### config.mk
export PLATFORM = sky130hd
export DESIGN_NAME = sd_card_command_engine
export DESIGN_NICKNAME = d
export VERILOG_FILES = /design/src/sdce_pkg.sv /design/src/sd_card_command_engine.sv
export SDC_FILE = /design/constraint.sdc
export NUM_CORES = 2
export LEC_CHECK = 0
export BUFFER_PORTS_ARGS = -buffer_cell sky130_fd_sc_hd__buf_2
export CAP_MARGIN = 20
export CORE_UTILIZATION = 45
export CTS_CLUSTER_DIAMETER = 120
export DETAILED_ROUTE_END_ITERATION = 10
export MAX_ROUTING_LAYER = met4
export PLACE_DENSITY = 0.59
export SYNTH_ARGS = -nofsm -noshare
export SYNTH_HDL_FRONTEND = slang
export SYNTH_SLANG_ARGS = --single-unit
### constraint.sdc
create_clock -name clock -period 18 [get_ports clock]
set_input_delay 2.7 -clock clock [delete_from_list [all_inputs] [get_ports clock]]
set_output_delay 2.7 -clock clock [all_outputs]
set_load 0.005 [all_outputs]
### src/sdce_pkg.sv
// Package for the SD card command engine: codes, constants and tables.
package sdce_pkg;

   localparam int SECTOR_BYTES = 512;
   localparam int SECTOR_SHIFT = $clog2(SECTOR_BYTES);

   localparam logic [2:0] FUNC_CMD   = 3'd0;
   localparam logic [2:0] FUNC_RESP  = 3'd1;
   localparam logic [2:0] FUNC_RDATA = 3'd2;
   localparam logic [2:0] FUNC_WDATA = 3'd3;
   localparam logic [2:0] FUNC_RESET = 3'd4;

   localparam logic [1:0] OP_NONE  = 2'd0;
   localparam logic [1:0] OP_READ  = 2'd1;
   localparam logic [1:0] OP_WRITE = 2'd2;
   localparam logic [1:0] OP_ERASE = 2'd3;

   localparam logic [3:0] ST_IDLE     = 4'd0;
   localparam logic [3:0] ST_READY    = 4'd1;
   localparam logic [3:0] ST_IDENT    = 4'd2;
   localparam logic [3:0] ST_STDBY    = 4'd3;
   localparam logic [3:0] ST_TRANS    = 4'd4;
   localparam logic [3:0] ST_SEND     = 4'd5;
   localparam logic [3:0] ST_RECV     = 4'd6;
   localparam logic [3:0] ST_PROG     = 4'd7;
   localparam logic [3:0] ST_DIS      = 4'd8;
   localparam logic [3:0] ST_INACTIVE = 4'd9;

   localparam int BIT_RANGE   = 31;
   localparam int BIT_CRC     = 23;
   localparam int BIT_ILLEGAL = 22;
   localparam int BIT_ERR     = 19;
   localparam int BIT_APP     = 5;

   localparam logic [5:0] CMD_GO_IDLE    = 6'd0;
   localparam logic [5:0] CMD_ALL_CID    = 6'd2;
   localparam logic [5:0] CMD_SEND_RCA   = 6'd3;
   localparam logic [5:0] CMD_APP_SWIDTH = 6'd6;
   localparam logic [5:0] CMD_SELECT     = 6'd7;
   localparam logic [5:0] CMD_IF_COND    = 6'd8;
   localparam logic [5:0] CMD_SEND_CSD   = 6'd9;
   localparam logic [5:0] CMD_SEND_CID   = 6'd10;
   localparam logic [5:0] CMD_STOP       = 6'd12;
   localparam logic [5:0] CMD_STATUS     = 6'd13;
   localparam logic [5:0] CMD_INACTIVE   = 6'd15;
   localparam logic [5:0] CMD_BLOCKLEN   = 6'd16;
   localparam logic [5:0] CMD_READ_ONE   = 6'd17;
   localparam logic [5:0] CMD_READ_MULTI = 6'd18;
   localparam logic [5:0] CMD_WRITE_ONE  = 6'd24;
   localparam logic [5:0] CMD_WRITE_MULT = 6'd25;
   localparam logic [5:0] CMD_ERASE_ST   = 6'd32;
   localparam logic [5:0] CMD_ERASE_END  = 6'd33;
   localparam logic [5:0] CMD_ERASE      = 6'd34;
   localparam logic [5:0] CMD_APP_OCR    = 6'd41;
   localparam logic [5:0] CMD_APP_SCR    = 6'd51;
   localparam logic [5:0] CMD_APP        = 6'd55;
   localparam logic [5:0] CMD_APP_OCR2   = 6'd58;

   localparam logic [31:0] OCR_WORD       = 32'hC0FF8000;
   localparam logic [31:0] STATUS_DEFAULT = 32'h00000100;
   localparam logic [31:0] STATUS_KEEP    = 32'hFFFF81FF;
   localparam logic [15:0] RCA_VALUE      = 16'h9001;
   localparam logic [25:0] CARD_BLOCKS_RST = 26'd524288;

   localparam logic [31:0] CID_W0 = 32'h42445345;
   localparam logic [31:0] CID_W1 = 32'h6D753239;
   localparam logic [31:0] CID_W2 = 32'h10000000;
   localparam logic [31:0] CID_W3 = 32'h0000F7FF;
   localparam logic [31:0] CSD_W0 = 32'h400E015A;
   localparam logic [31:0] CSD_W1 = 32'h5B99E000;
   localparam logic [31:0] CSD_W3 = 32'h026000FF;

   function automatic logic [7:0] scr_byte(input logic [2:0] idx);
      case (idx)
         3'd2:    scr_byte = 8'hA5;
         3'd3:    scr_byte = 8'h01;
         default: scr_byte = 8'h00;
      endcase
   endfunction

endpackage

### src/sd_card_command_engine.sv
// SD card command engine: card-side command decode, status and data bookkeeping.
//
// One request in, one response out. A request is taken into an input register,
// decoded in a single pass of logic against the card state, and its response
// lands in an output register; a new request is accepted every cycle as long as
// the response side keeps taking results. Requests: tuser func (0 command, 1 read
// response word, 2 read data byte, 3 write data byte, 4 reset). Data reads and
// writes produce storage byte requests at the current byte offset; ERASE yields
// one range request. csr_wr_data sets card capacity in 512-byte sectors.
module sd_card_command_engine
   import sdce_pkg::*;
(
   input  logic         clock,
   input  logic         reset,
   input  logic         csr_wr_en,
   input  logic [25:0]  csr_wr_data,
   input  logic         req_tvalid,
   output logic         req_tready,
   // [5:0] command_index, [37:6] argument, [45:38] write_byte
   input  logic [47:0]  req_tdata,
   // [2:0] func
   input  logic [2:0]   req_tuser,
   output logic         rsp_tvalid,
   input  logic         rsp_tready,
   // [31:0] resp_word, [39:32] data_byte, [80:40] storage_address,
   // [112:81] erase_last, [116:113] card_state
   output logic [119:0] rsp_tdata,
   // [0] data_byte_valid, [2:1] storage_op
   output logic [2:0]   rsp_tuser
);

   logic         in_valid_ff;
   logic [2:0]   in_func_ff;
   logic [5:0]   in_cmd_ff;
   logic [31:0]  in_arg_ff;
   logic [7:0]   in_wbyte_ff;
   logic         out_valid_ff;
   logic [119:0] out_data_ff;
   logic [2:0]   out_user_ff;
   logic         advance;

   logic [25:0]  card_blocks_ff;
   logic [3:0]   state_ff, state_in;
   logic [31:0]  status_ff, status_in;
   logic [31:0]  rw_ff [4];
   logic [31:0]  rw_in [4];
   logic [2:0]   ridx_ff, ridx_in;
   logic [15:0]  rca_ff, rca_in;
   logic [31:0]  blen_ff, blen_in;
   logic [31:0]  bcnt_ff, bcnt_in;
   logic         multi_ff, multi_in;
   logic [31:0]  es_ff, es_in;
   logic [31:0]  ee_ff, ee_in;
   logic         scr_ff, scr_in;
   logic [40:0]  boff_ff, boff_in;

   logic [31:0]  o_resp;
   logic [7:0]   o_byte;
   logic         o_bvalid;
   logic [1:0]   o_op;
   logic [40:0]  o_addr;
   logic [31:0]  o_elast;

   logic [34:0]  card_bytes;
   logic [40:0]  paddr;
   logic [31:0]  mul_prod;
   logic [21:0]  c_size;
   logic         addressed;
   logic [32:0]  erase_end;

   assign advance    = in_valid_ff && (!out_valid_ff || rsp_tready);
   assign req_tready = !in_valid_ff || advance;
   assign rsp_tvalid = out_valid_ff;
   assign rsp_tdata  = out_data_ff;
   assign rsp_tuser  = out_user_ff;

   assign card_bytes = {card_blocks_ff, {SECTOR_SHIFT{1'b0}}};
   assign paddr      = {in_arg_ff, {SECTOR_SHIFT{1'b0}}};
   assign mul_prod   = in_arg_ff * blen_ff;
   assign c_size     = {6'd0, card_blocks_ff[25:10]} - 22'd1;
   assign addressed  = (state_ff >= ST_STDBY) && (state_ff <= ST_DIS);
   assign erase_end  = {1'b0, ee_ff} + {1'b0, blen_ff};

   always_comb begin
      state_in  = state_ff;
      status_in = status_ff;
      rw_in     = rw_ff;
      ridx_in   = ridx_ff;
      rca_in    = rca_ff;
      blen_in   = blen_ff;
      bcnt_in   = bcnt_ff;
      multi_in  = multi_ff;
      es_in     = es_ff;
      ee_in     = ee_ff;
      scr_in    = scr_ff;
      boff_in   = boff_ff;
      o_resp    = '0;
      o_byte    = '0;
      o_bvalid  = 1'b0;
      o_op      = OP_NONE;
      o_addr    = '0;
      o_elast   = '0;
      case (in_func_ff)
         FUNC_CMD: begin
            if (state_ff != ST_INACTIVE) begin
               status_in[BIT_ILLEGAL] = 1'b0;
               if (status_in[BIT_APP]) begin
                  case (in_cmd_ff)
                     CMD_APP_OCR, CMD_APP_OCR2: begin
                        ridx_in  = '0;
                        rw_in[0] = OCR_WORD;
                        if (state_in == ST_IDLE) state_in = ST_READY;
                     end
                     CMD_APP_SCR: begin
                        scr_in   = 1'b1;
                        multi_in = 1'b0;
                        bcnt_in  = '0;
                     end
                     CMD_STATUS, CMD_APP_SWIDTH: begin
                        status_in = (status_in & STATUS_KEEP) | {19'd0, state_in, 9'd0};
                        ridx_in   = '0;
                        rw_in[0]  = status_in;
                        status_in[BIT_RANGE] = 1'b0;
                     end
                     CMD_APP: status_in[BIT_APP] = 1'b1;
                     default: status_in[BIT_APP] = 1'b0;
                  endcase
               end
               if (!status_in[BIT_APP]) begin
                  case (in_cmd_ff)
                     CMD_GO_IDLE: begin
                        state_in  = ST_IDLE;
                        blen_in   = 32'(SECTOR_BYTES);
                        ridx_in   = '0;
                        bcnt_in   = '0;
                        status_in = STATUS_DEFAULT;
                        multi_in  = 1'b0;
                        es_in     = '0;
                        ee_in     = '0;
                        scr_in    = 1'b0;
                        boff_in   = '0;
                     end
                     CMD_ALL_CID: begin
                        ridx_in  = '0;
                        rw_in[0] = CID_W0;
                        rw_in[1] = CID_W1;
                        rw_in[2] = CID_W2;
                        rw_in[3] = CID_W3;
                        state_in = ST_IDENT;
                     end
                     CMD_SEND_RCA: begin
                        rca_in = RCA_VALUE;
                        if (state_in == ST_IDENT) state_in = ST_STDBY;
                        ridx_in  = '0;
                        rw_in[0] = {RCA_VALUE, status_in[BIT_CRC], status_in[BIT_ILLEGAL],
                                    status_in[BIT_ERR], 1'b0, status_in[11:0]};
                     end
                     CMD_SELECT: begin
                        if (in_arg_ff[31:16] == rca_ff) begin
                           if (state_in == ST_STDBY || state_in == ST_DIS)
                              state_in = ST_TRANS;
                           else
                              status_in[BIT_ILLEGAL] = 1'b1;
                           status_in = (status_in & STATUS_KEEP) | {19'd0, state_in, 9'd0};
                           ridx_in   = '0;
                           rw_in[0]  = status_in;
                           status_in[BIT_RANGE] = 1'b0;
                        end else if (state_in == ST_STDBY || state_in == ST_TRANS ||
                                     state_in == ST_SEND || state_in == ST_PROG) begin
                           state_in = ST_STDBY;
                        end else begin
                           status_in[BIT_ILLEGAL] = 1'b1;
                        end
                     end
                     CMD_SEND_CSD: begin
                        if (state_in == ST_STDBY) begin
                           ridx_in  = '0;
                           rw_in[0] = CSD_W0;
                           rw_in[1] = CSD_W1 | {26'd0, c_size[21:16]};
                           rw_in[2] = {c_size[15:0], 16'd0};
                           rw_in[3] = CSD_W3;
                        end else begin
                           status_in[BIT_ILLEGAL] = 1'b1;
                           status_in = (status_in & STATUS_KEEP) | {19'd0, state_in, 9'd0};
                           ridx_in   = '0;
                           rw_in[0]  = status_in;
                           status_in[BIT_RANGE] = 1'b0;
                        end
                     end
                     CMD_SEND_CID: begin
                        if (state_in == ST_STDBY) begin
                           ridx_in  = '0;
                           rw_in[0] = CID_W0;
                           rw_in[1] = CID_W1;
                           rw_in[2] = CID_W2;
                           rw_in[3] = CID_W3;
                        end else begin
                           status_in[BIT_ILLEGAL] = 1'b1;
                        end
                     end
                     CMD_STOP: begin
                        if (state_in == ST_SEND || state_in == ST_RECV) begin
                           state_in  = ST_TRANS;
                           status_in = (status_in & STATUS_KEEP) | {19'd0, state_in, 9'd0};
                           ridx_in   = '0;
                           rw_in[0]  = status_in;
                           status_in[BIT_RANGE] = 1'b0;
                        end else begin
                           status_in[BIT_ILLEGAL] = 1'b1;
                        end
                     end
                     CMD_STATUS: begin
                        if (addressed) begin
                           status_in = (status_in & STATUS_KEEP) | {19'd0, state_in, 9'd0};
                           ridx_in   = '0;
                           rw_in[0]  = status_in;
                           status_in[BIT_RANGE] = 1'b0;
                        end else begin
                           status_in[BIT_ILLEGAL] = 1'b1;
                        end
                     end
                     CMD_INACTIVE: begin
                        if (addressed) state_in = ST_INACTIVE;
                        else status_in[BIT_ILLEGAL] = 1'b1;
                     end
                     CMD_BLOCKLEN: begin
                        if (state_in == ST_TRANS) blen_in = in_arg_ff;
                        else status_in[BIT_ILLEGAL] = 1'b1;
                        status_in = (status_in & STATUS_KEEP) | {19'd0, state_in, 9'd0};
                        ridx_in   = '0;
                        rw_in[0]  = status_in;
                        status_in[BIT_RANGE] = 1'b0;
                     end
                     CMD_READ_ONE, CMD_READ_MULTI, CMD_WRITE_ONE, CMD_WRITE_MULT: begin
                        multi_in = (in_cmd_ff == CMD_READ_MULTI) ||
                                   (in_cmd_ff == CMD_WRITE_MULT);
                        if (state_in == ST_TRANS) begin
                           if (paddr >= {6'd0, card_bytes}) begin
                              status_in[BIT_RANGE] = 1'b1;
                           end else begin
                              boff_in  = paddr;
                              state_in = in_cmd_ff[3] ? ST_RECV : ST_SEND;
                              bcnt_in  = '0;
                           end
                        end else begin
                           status_in[BIT_ILLEGAL] = 1'b1;
                        end
                     end
                     CMD_ERASE_ST:  es_in = mul_prod;
                     CMD_ERASE_END: ee_in = mul_prod;
                     CMD_ERASE: begin
                        if (state_in == ST_TRANS) begin
                           if (es_ff <= ee_ff) begin
                              if ({2'd0, erase_end} > card_bytes) begin
                                 status_in[BIT_RANGE] = 1'b1;
                              end else begin
                                 o_op    = OP_ERASE;
                                 o_addr  = {9'd0, es_ff};
                                 o_elast = ee_ff;
                              end
                           end
                        end else begin
                           status_in[BIT_ILLEGAL] = 1'b1;
                        end
                        status_in = (status_in & STATUS_KEEP) | {19'd0, state_in, 9'd0};
                        ridx_in   = '0;
                        rw_in[0]  = status_in;
                        status_in[BIT_RANGE] = 1'b0;
                     end
                     CMD_APP: status_in[BIT_APP] = 1'b1;
                     CMD_IF_COND: begin
                        ridx_in  = '0;
                        rw_in[0] = in_arg_ff;
                     end
                     default: begin
                        status_in[BIT_ILLEGAL] = 1'b1;
                        status_in = (status_in & STATUS_KEEP) | {19'd0, state_in, 9'd0};
                        ridx_in   = '0;
                        rw_in[0]  = status_in;
                        status_in[BIT_RANGE] = 1'b0;
                     end
                  endcase
               end
               status_in = (status_in & STATUS_KEEP) | {19'd0, state_in, 9'd0};
            end
         end
         FUNC_RESP: begin
            if (!ridx_ff[2]) begin
               o_resp  = rw_ff[ridx_ff[1:0]];
               ridx_in = ridx_ff + 3'd1;
            end
         end
         FUNC_RDATA: begin
            if (scr_ff) begin
               o_byte   = scr_byte(bcnt_ff[2:0]);
               o_bvalid = 1'b1;
               bcnt_in  = bcnt_ff + 32'd1;
               if (bcnt_in >= 32'd8) scr_in = 1'b0;
            end else if (state_ff == ST_SEND) begin
               if (boff_ff >= {6'd0, card_bytes}) begin
                  status_in[BIT_RANGE] = 1'b1;
               end else begin
                  o_op    = OP_READ;
                  o_addr  = boff_ff;
                  boff_in = boff_ff + 41'd1;
                  bcnt_in = bcnt_ff + 32'd1;
                  if (!multi_ff && bcnt_in >= blen_ff) state_in = ST_TRANS;
               end
            end
         end
         FUNC_WDATA: begin
            if (state_ff == ST_RECV) begin
               if (boff_ff >= {6'd0, card_bytes}) begin
                  status_in[BIT_RANGE] = 1'b1;
               end else begin
                  o_byte   = in_wbyte_ff;
                  o_bvalid = 1'b1;
                  o_op     = OP_WRITE;
                  o_addr   = boff_ff;
                  boff_in  = boff_ff + 41'd1;
                  bcnt_in  = bcnt_ff + 32'd1;
                  if (!multi_ff && bcnt_in >= blen_ff) state_in = ST_TRANS;
               end
            end
         end
         FUNC_RESET: begin
            state_in  = ST_IDLE;
            blen_in   = 32'(SECTOR_BYTES);
            ridx_in   = '0;
            bcnt_in   = '0;
            status_in = STATUS_DEFAULT;
            multi_in  = 1'b0;
            es_in     = '0;
            ee_in     = '0;
            scr_in    = 1'b0;
            boff_in   = '0;
         end
         default: begin
         end
      endcase
   end

   always_ff @(posedge clock) begin
      if (req_tvalid && req_tready) begin
         in_func_ff  <= req_tuser;
         in_cmd_ff   <= req_tdata[5:0];
         in_arg_ff   <= req_tdata[37:6];
         in_wbyte_ff <= req_tdata[45:38];
      end
      if (advance) begin
         rw_ff       <= rw_in;
         out_data_ff <= {3'd0, state_in, o_elast, o_addr, o_byte, o_resp};
         out_user_ff <= {o_op, o_bvalid};
      end
      if (reset) begin
         in_valid_ff    <= 1'b0;
         out_valid_ff   <= 1'b0;
         card_blocks_ff <= CARD_BLOCKS_RST;
         state_ff       <= ST_IDLE;
         status_ff      <= STATUS_DEFAULT;
         ridx_ff        <= '0;
         rca_ff         <= '0;
         blen_ff        <= 32'(SECTOR_BYTES);
         bcnt_ff        <= '0;
         multi_ff       <= 1'b0;
         es_ff          <= '0;
         ee_ff          <= '0;
         scr_ff         <= 1'b0;
         boff_ff        <= '0;
      end else begin
         if (csr_wr_en) card_blocks_ff <= csr_wr_data;
         if (req_tready) in_valid_ff <= req_tvalid;
         if (advance) out_valid_ff <= 1'b1;
         else if (rsp_tready) out_valid_ff <= 1'b0;
         if (advance) begin
            state_ff  <= state_in;
            status_ff <= status_in;
            ridx_ff   <= ridx_in;
            rca_ff    <= rca_in;
            blen_ff   <= blen_in;
            bcnt_ff   <= bcnt_in;
            multi_ff  <= multi_in;
            es_ff     <= es_in;
            ee_ff     <= ee_in;
            scr_ff    <= scr_in;
            boff_ff   <= boff_in;
         end
      end
   end

`ifndef NO_ASSERTIONS
   a_write_echo: assert property (@(posedge clock) disable iff (reset)
      (out_valid_ff && out_user_ff[2:1] == OP_WRITE) |-> out_user_ff[0])
      else $error("write request without echoed byte");
   a_none_zero: assert property (@(posedge clock) disable iff (reset)
      (out_valid_ff && out_user_ff[2:1] == OP_NONE) |-> (out_data_ff[112:40] == '0))
      else $error("address fields set without storage request");
   a_hold: assert property (@(posedge clock) disable iff (reset)
      (out_valid_ff && !rsp_tready) |=> (out_valid_ff && $stable(out_data_ff)))
      else $error("stalled response changed");
   a_state_move: assert property (@(posedge clock) disable iff (reset)
      !$past(advance) |-> $stable(state_ff))
      else $error("card state moved without a request");
`endif

endmodule
======== Yosys cells after proc, flatten, opt, wreduce, memory -nomap -nowiden ========
Cells that the tools add are included.
storage, ports and cells
  register bits after elaboration ......... 536
  logic and storage cells ................. 360
operators by class
  bitwise operators ....................... 15
  reduce and logical (&&, ||, !) cells .... 50
  multiply operators ...................... 1
  equal/unequal tests ..................... 55
  muxes and demuxes ....................... 197
  add/sub/neg operators ................... 5
  magnitude comparators ................... 9
operators by type and width
  cell                                                             count
  32-bit two-way mux                                               38
  32-bit one-hot mux with 2 select lines                           8
  41-bit two-way mux                                               12
  32-bit one-hot mux with 11 select lines                          1
  96-bit one-hot mux with 3 select lines                           1
  128-bit two-way mux                                              2
  32-bit by 13-bit bitwise OR with 32-bit output                   7
  41-bit one-hot mux with 4 select lines                           1
  16-bit one-hot mux with 8 select lines                           1
  32-bit one-hot mux with 4 select lines                           1
  41-bit one-hot mux with 3 select lines                           1
  4-bit two-way mux                                                27
  96-bit two-way mux                                               1
  41-bit by 35-bit >= comparator with 1-bit output                 2
  41-bit one-hot mux with 2 select lines                           1
  32-bit binary-select mux with 2-bit select                       1
  8-bit one-hot mux with 8 select lines                            1
  31-bit one-hot mux with 2 select lines                           1
  1-bit two-way mux                                                53
  22-bit two-way mux                                               2
  6-bit == test, second input constant                             7
  41-bit by 1-bit adder with 41-bit output, second input constant  1
  5-bit one-hot mux with 8 select lines                            1
  6-bit by 4-bit == test with 1-bit output, second input constant  6
  other kinds (69)                                                 155

======== Logic depth before layout (Yosys ltp) ========
  depth after elaboration ................. 23
  gate-level depth with buffers ........... 29
  gate-level depth less buffers ........... 27

======== Worst setup path after synthesis ========
No wires, ideal clock.
  path kind ............................... input-to-reg
  from .................................... input port rsp_tready
  to ...................................... register es_ff[10]
  data required time ...................... 17935 ps
  path slack .............................. 10222 ps
  data arrival time ....................... 7713 ps
  stages on the path ...................... 10
  library setup time ...................... 65 ps
  path through ............................ nor2b_1 > nand2b_1 > inv_1 > nand2_1 > inv_1 > and3_1 > clkbuf_1 > buf_2 > a22oi_1 > nor2_1
on the way
  longest elaborated chain between the ends .. 3
RTL lines
  element                        RTL line                       text
  start: declaration             sd_card_command_engine.sv:24   input logic rsp_tready,
  1-bit logical OR               sd_card_command_engine.sv:71   assign advance = in_valid_ff && (!out_valid_ff || rsp_tready);
  1-bit logical AND              sd_card_command_engine.sv:71
  via advance                    sd_card_command_engine.sv:40   logic advance;
  5-bit AND reduction (no line)  -
  end signal: assignment         sd_card_command_engine.sv:383  es_ff <= es_in;
  end: declaration               sd_card_command_engine.sv:52   logic [31:0] es_ff, es_in;
The timed path passes the listed nets, and every way through them passes these cells.
A chain may end at the register's enable or synchronous reset.

======== Worst setup path in the final report ========
  from .................................... register in_arg_ff[9]
  to ...................................... register ee_ff[31]
on the way
  longest elaborated chain between the ends .. 5
RTL lines
  element                                         RTL line                       text
  start: declaration                              sd_card_command_engine.sv:35   logic [31:0] in_arg_ff;
  start signal: assignment                        sd_card_command_engine.sv:347  in_arg_ff <= req_tdata[37:6];
  32-bit by 32-bit multiplier with 32-bit output  sd_card_command_engine.sv:79   assign mul_prod = in_arg_ff * blen_ff;
  32-bit one-hot mux with 2 select lines          sd_card_command_engine.sv:130  case (in_cmd_ff)
  32-bit two-way mux                              sd_card_command_engine.sv:129  if (!status_in[BIT_APP]) begin
  32-bit two-way mux                              sd_card_command_engine.sv:105  if (state_ff != ST_INACTIVE) begin
  32-bit one-hot mux with 2 select lines          sd_card_command_engine.sv:103  case (in_func_ff)
  end signal: assignment                          sd_card_command_engine.sv:384  ee_ff <= ee_in;
  end: declaration                                sd_card_command_engine.sv:53   logic [31:0] ee_ff, ee_in;
Every way passes these cells. The select of a mux whose other input is x is not followed.

==> results by group <==
Critical path
  • Critical path's slowest cell: edfxtp_1
  • Critical path launch point type: register
  • Arrival time worst endpoint: approximately 8.6 ns
  • Cell mode on critical path: fa_1
  • CP max FO: 15
  • Cell Chain, Critical Path: buf_4, and2_1, fa_1, fa_1, inv_1, fa_1, fa_1, inv_1, fa_1, fa_1, fa_1, inv_1, fa_1, inv_1, ha_1, a21oi_1, o21ai_0, nor3_1, o21ai_0, nor3b_1, or4_1, a32oi_1, nor2_1
  • Crit. End Element: register
  • CP max stage delay: approximately 0.91 ns
  • CP Data Required Time: around 18 ns
  • CP Buf/Inv Count: 5
  • Crit path kind: register to register
  • Crit path max-delay family: adder cells

Final layout
  • Fillers: approximately 8500
  • Share of cells above drive strength 1: a little under a tenth
  • Layout area overhead: 9.54%
  • Post-layout net count: between 5000 and 6000
  • Post-route cell area: 0.0445 mm²

Timing
  • Final worst-path cycle share: between 40% and 50%
  • FMAX: 0.123 GHz
  • Max_slew headroom: between 20% and 30%
  • Final Max Tran Viols: 0
  • Slew @ Worst Pin: about 1.1 ns
  • Hold Vio Cnt, Final: 0
  • Setup TNS: 0 ns
  • RSZ-0062 raised after global routing: no
  • Post-route minimum period: slightly above 8 ns
  • Max Clock Skew: slightly below 0.02 ns
  • Finish-stage setup viols: 0

Min path
  • HP Class: register to register

Clock network
  • CTS tree: built
  • Setup Buffers After CTS: 0
  • Clock Latency Late Sink: approximately 0.6 ns
  • CTS H-tree lvls: 2
  • CTS resizes: 0
  • Clk pin slew, worst setup/hold paths: roughly 0.070 ns
  • Clock sinks: 435
  • Maximum clock path buffer count: 3
  • Hold Buf Count CTS: 0
  • CTS root buf: clkbuf_16
  • CTS buffer count: 46

Logic synthesis
  • Post-synthesis simple-gate area fraction: a little under a fifth
  • Fraction of registers with async set/reset: 0%
  • Post-Synth XOR/XNOR Area: under 10%
  • Dominant cells by area after synthesis: fa_1 (20%), edfxtp_1 (16%), dfxtp_1 (11%), ha_1 (9.3%), inv_1 (5.5%)
  • Yosys reg bits: around 440
  • Post-synthesis mux area share: ~1.2%
  • Number of library cell types mapped by synthesis: 96
  • Synth Flop Type: edfxtp_1
  • Compound-cell area share of the yosys netlist: 12.7%
  • Warnings, synthesis: 0
  • Mean Syn Cell Area: ~9 µm²
  • Number of synthesized flops with an enable pin: between 200 and 250
  • Share of the yosys chip area belonging to registers: 26.9%
  • Main combinational cell family by area after synthesis: adder cells
  • Synth area leader: fa_1
  • Syn Std Cell Area: between 0.04 and 0.05 mm²
  • Cells after Synth: about 4400
  • Proportion of netlist area held by the largest area contributor: 20.2%
  • Post-synthesis adder-cell area fraction: about 30%

Detailed routing
  • Routed Antenna Nets: 0
  • Via Count: ~34000
  • Number of vias per cell: between 5 and 6
  • Wire length per cell: 24.8 µm
  • First-pass iteration count of the detailed router: 5
  • DR DRC count: 0
  • Total length of routed wires: approximately 140 mm
  • DRT iter0 DRCs: between 3000 and 4000

Floorplanning
  • Die area: about 0.09 mm²
  • Initial Util: a little under half
  • Die X: approximately 300 µm
  • IO Pins: 207
  • Cell Rows: 109
  • Die Height: 302 µm
  • Core area: slightly below 0.09 mm²

Global routing
  • Initial antenna violation count: 8
  • First-pass GRT wire length: between 200 and 250 mm
  • Largest net degree at the start of global routing: between 60 and 70
  • GRT Residual Overflow: 0
  • GRT Total Usage: roughly 32%
  • Vias in the first global route: 33154

Pwr
  • Lkg Pwr: 0.0196 µW
  • Cell Pwr Density: 53.2 mW/mm²
  • Final Total Pwr: 2370 µW
  • Worst VDD drop: approximately 0.076 mV

Status
  • Status: finished, final reports clean

Placement
  • IO Port Bufs: ~200
  • Final GP Congestion: ~0.95
  • Placed Area: about 0.043 mm²
  • Hpwl dp: ~100 mm

Job
  • Number of max-cap violations: 0
## stage by stage
stage,hold slack [ns],util (%),cells,worst slack [ns]
floorplan,0.432,-,4453,10.22
global placement,0.447,48.2,5672,9.94
detailed placement,0.453,48.2,5673,9.97
CTS,0.463,50.0,5759,9.88
global route,0.488,50.0,5759,9.55
finish,0.464,50.0,5762,9.87
## layer usage
layer / share of wire, % / global-route usage, %
met1: 44 / 46.4
met2: 44 / 48.1
met3: 8.9 / 4.22
met4: 3.3 / 9.30
met5: 0 / -
## state kept, by name, indices dropped and copies added, names as in the netlist, 32 cells and up
signal and count:
rsp_tdata 117, rw_ff 53, bcnt_ff 32, boff_ff 41
es_ff 32, in_arg_ff 32, ee_ff 32, blen_ff 32
## cell type report
type / count / area, µm² / area share, %
sequential: 435 / 10900 / 24.6
tap: 1165 / 1460 / 3.28
antenna: 3 / 7.51 / 0.0169
multi-input combinational: 3187 / 26600 / 59.7
inverter: 593 / 2230 / 5.02
timing repair buffer: 293 / 1710 / 3.85
clock buffer: 60 / 1270 / 2.87
clock inverter: 26 / 300 / 0.675
## layout by cell type (no fill, tap or decap), types with 45 or more instances in the layout
master,synthesis,layout
inv_1,592,591
nand2_1,450,450
fa_1,409,409
and2_1,341,340
ha_1,302,302
nor2_1,260,258
a21oi_1,244,242
edfxtp_1,222,222
dfxtp_1,213,209
buf_2,27,200
xnor2_1,112,112
o21ai_0,106,106
nand3_1,101,101
buf_4,7,91
nor3_1,76,75
a22o_1,70,70
a21o_1,60,60
a22oi_1,58,58
nand4_1,55,55
xor2_1,53,53
clkbuf_16,0,47
mux2i_1,45,45
## synth_stat cells (all sizes together), types with 12 or more instances
master	n
dfxtp	213
and2	343
mux2i	45
inv	592
nand2	450
nor3	77
a221oi	24
a211oi	23
nor2b	26
clkbuf	195
or3	21
nor4	34
nand3	101
nand4	55
a22oi	58
a21o	60
o31ai	12
xnor2	112
or2	24
buf	43
ha	302
fa	409
a22o	70
a31oi	23
and3	32
nor2	260
and4	13
o21a	20
o21ai	113
xor2	53
edfxtp	222
a21oi	245
nand2b	22
## final timing paths
| path | startpoint | to | slack, ns | cells past startpoint |
|---|---|---|---|---|
| max | in_arg_ff[9] | ee_ff[31] | 9.87 | 23 |
| min | status_ff[11] | status_ff[11] | 0.46 | 2 |
| max reg2reg | in_arg_ff[9] | ee_ff[31] | 9.87 | 23 |
| min reg2reg | status_ff[11] | status_ff[11] | 0.46 | 2 |
## worst register-to-register path: cells and delay by family, from the launching register on
kind                     cells  cell delay, ns
buffers and inverters        5            0.74
adder cells (fa/ha/maj)      9            4.51
AND/OR/NAND/NOR              5            1.15
AO/OA/AOI/OAI                4            0.71
flip-flops                   1            0.91
## report_power, final
| part | internal [µW] | leakage (µW) | switching [µW] |
|---|---|---|---|
| logic | 78.8 | 0.0150 | 186 |
| registers | 1060 | 0.00384 | 23.5 |
| clock network | 576 | 0.000757 | 438 |
| total | 1720 | 0.0196 | 647 |
## cell families after synthesis
| kind of cell | after synthesis |
|---|---|
| AO/OA/AOI/OAI | 768 |
| XOR/XNOR | 166 |
| adder cells (fa/ha/maj) | 711 |
| buffers and inverters | 831 |
| flip-flops | 435 |
| multiplexers | 50 |
| other | 1 |
| AND/OR/NAND/NOR | 1483 |
Power figures use the tool's default switching activity.
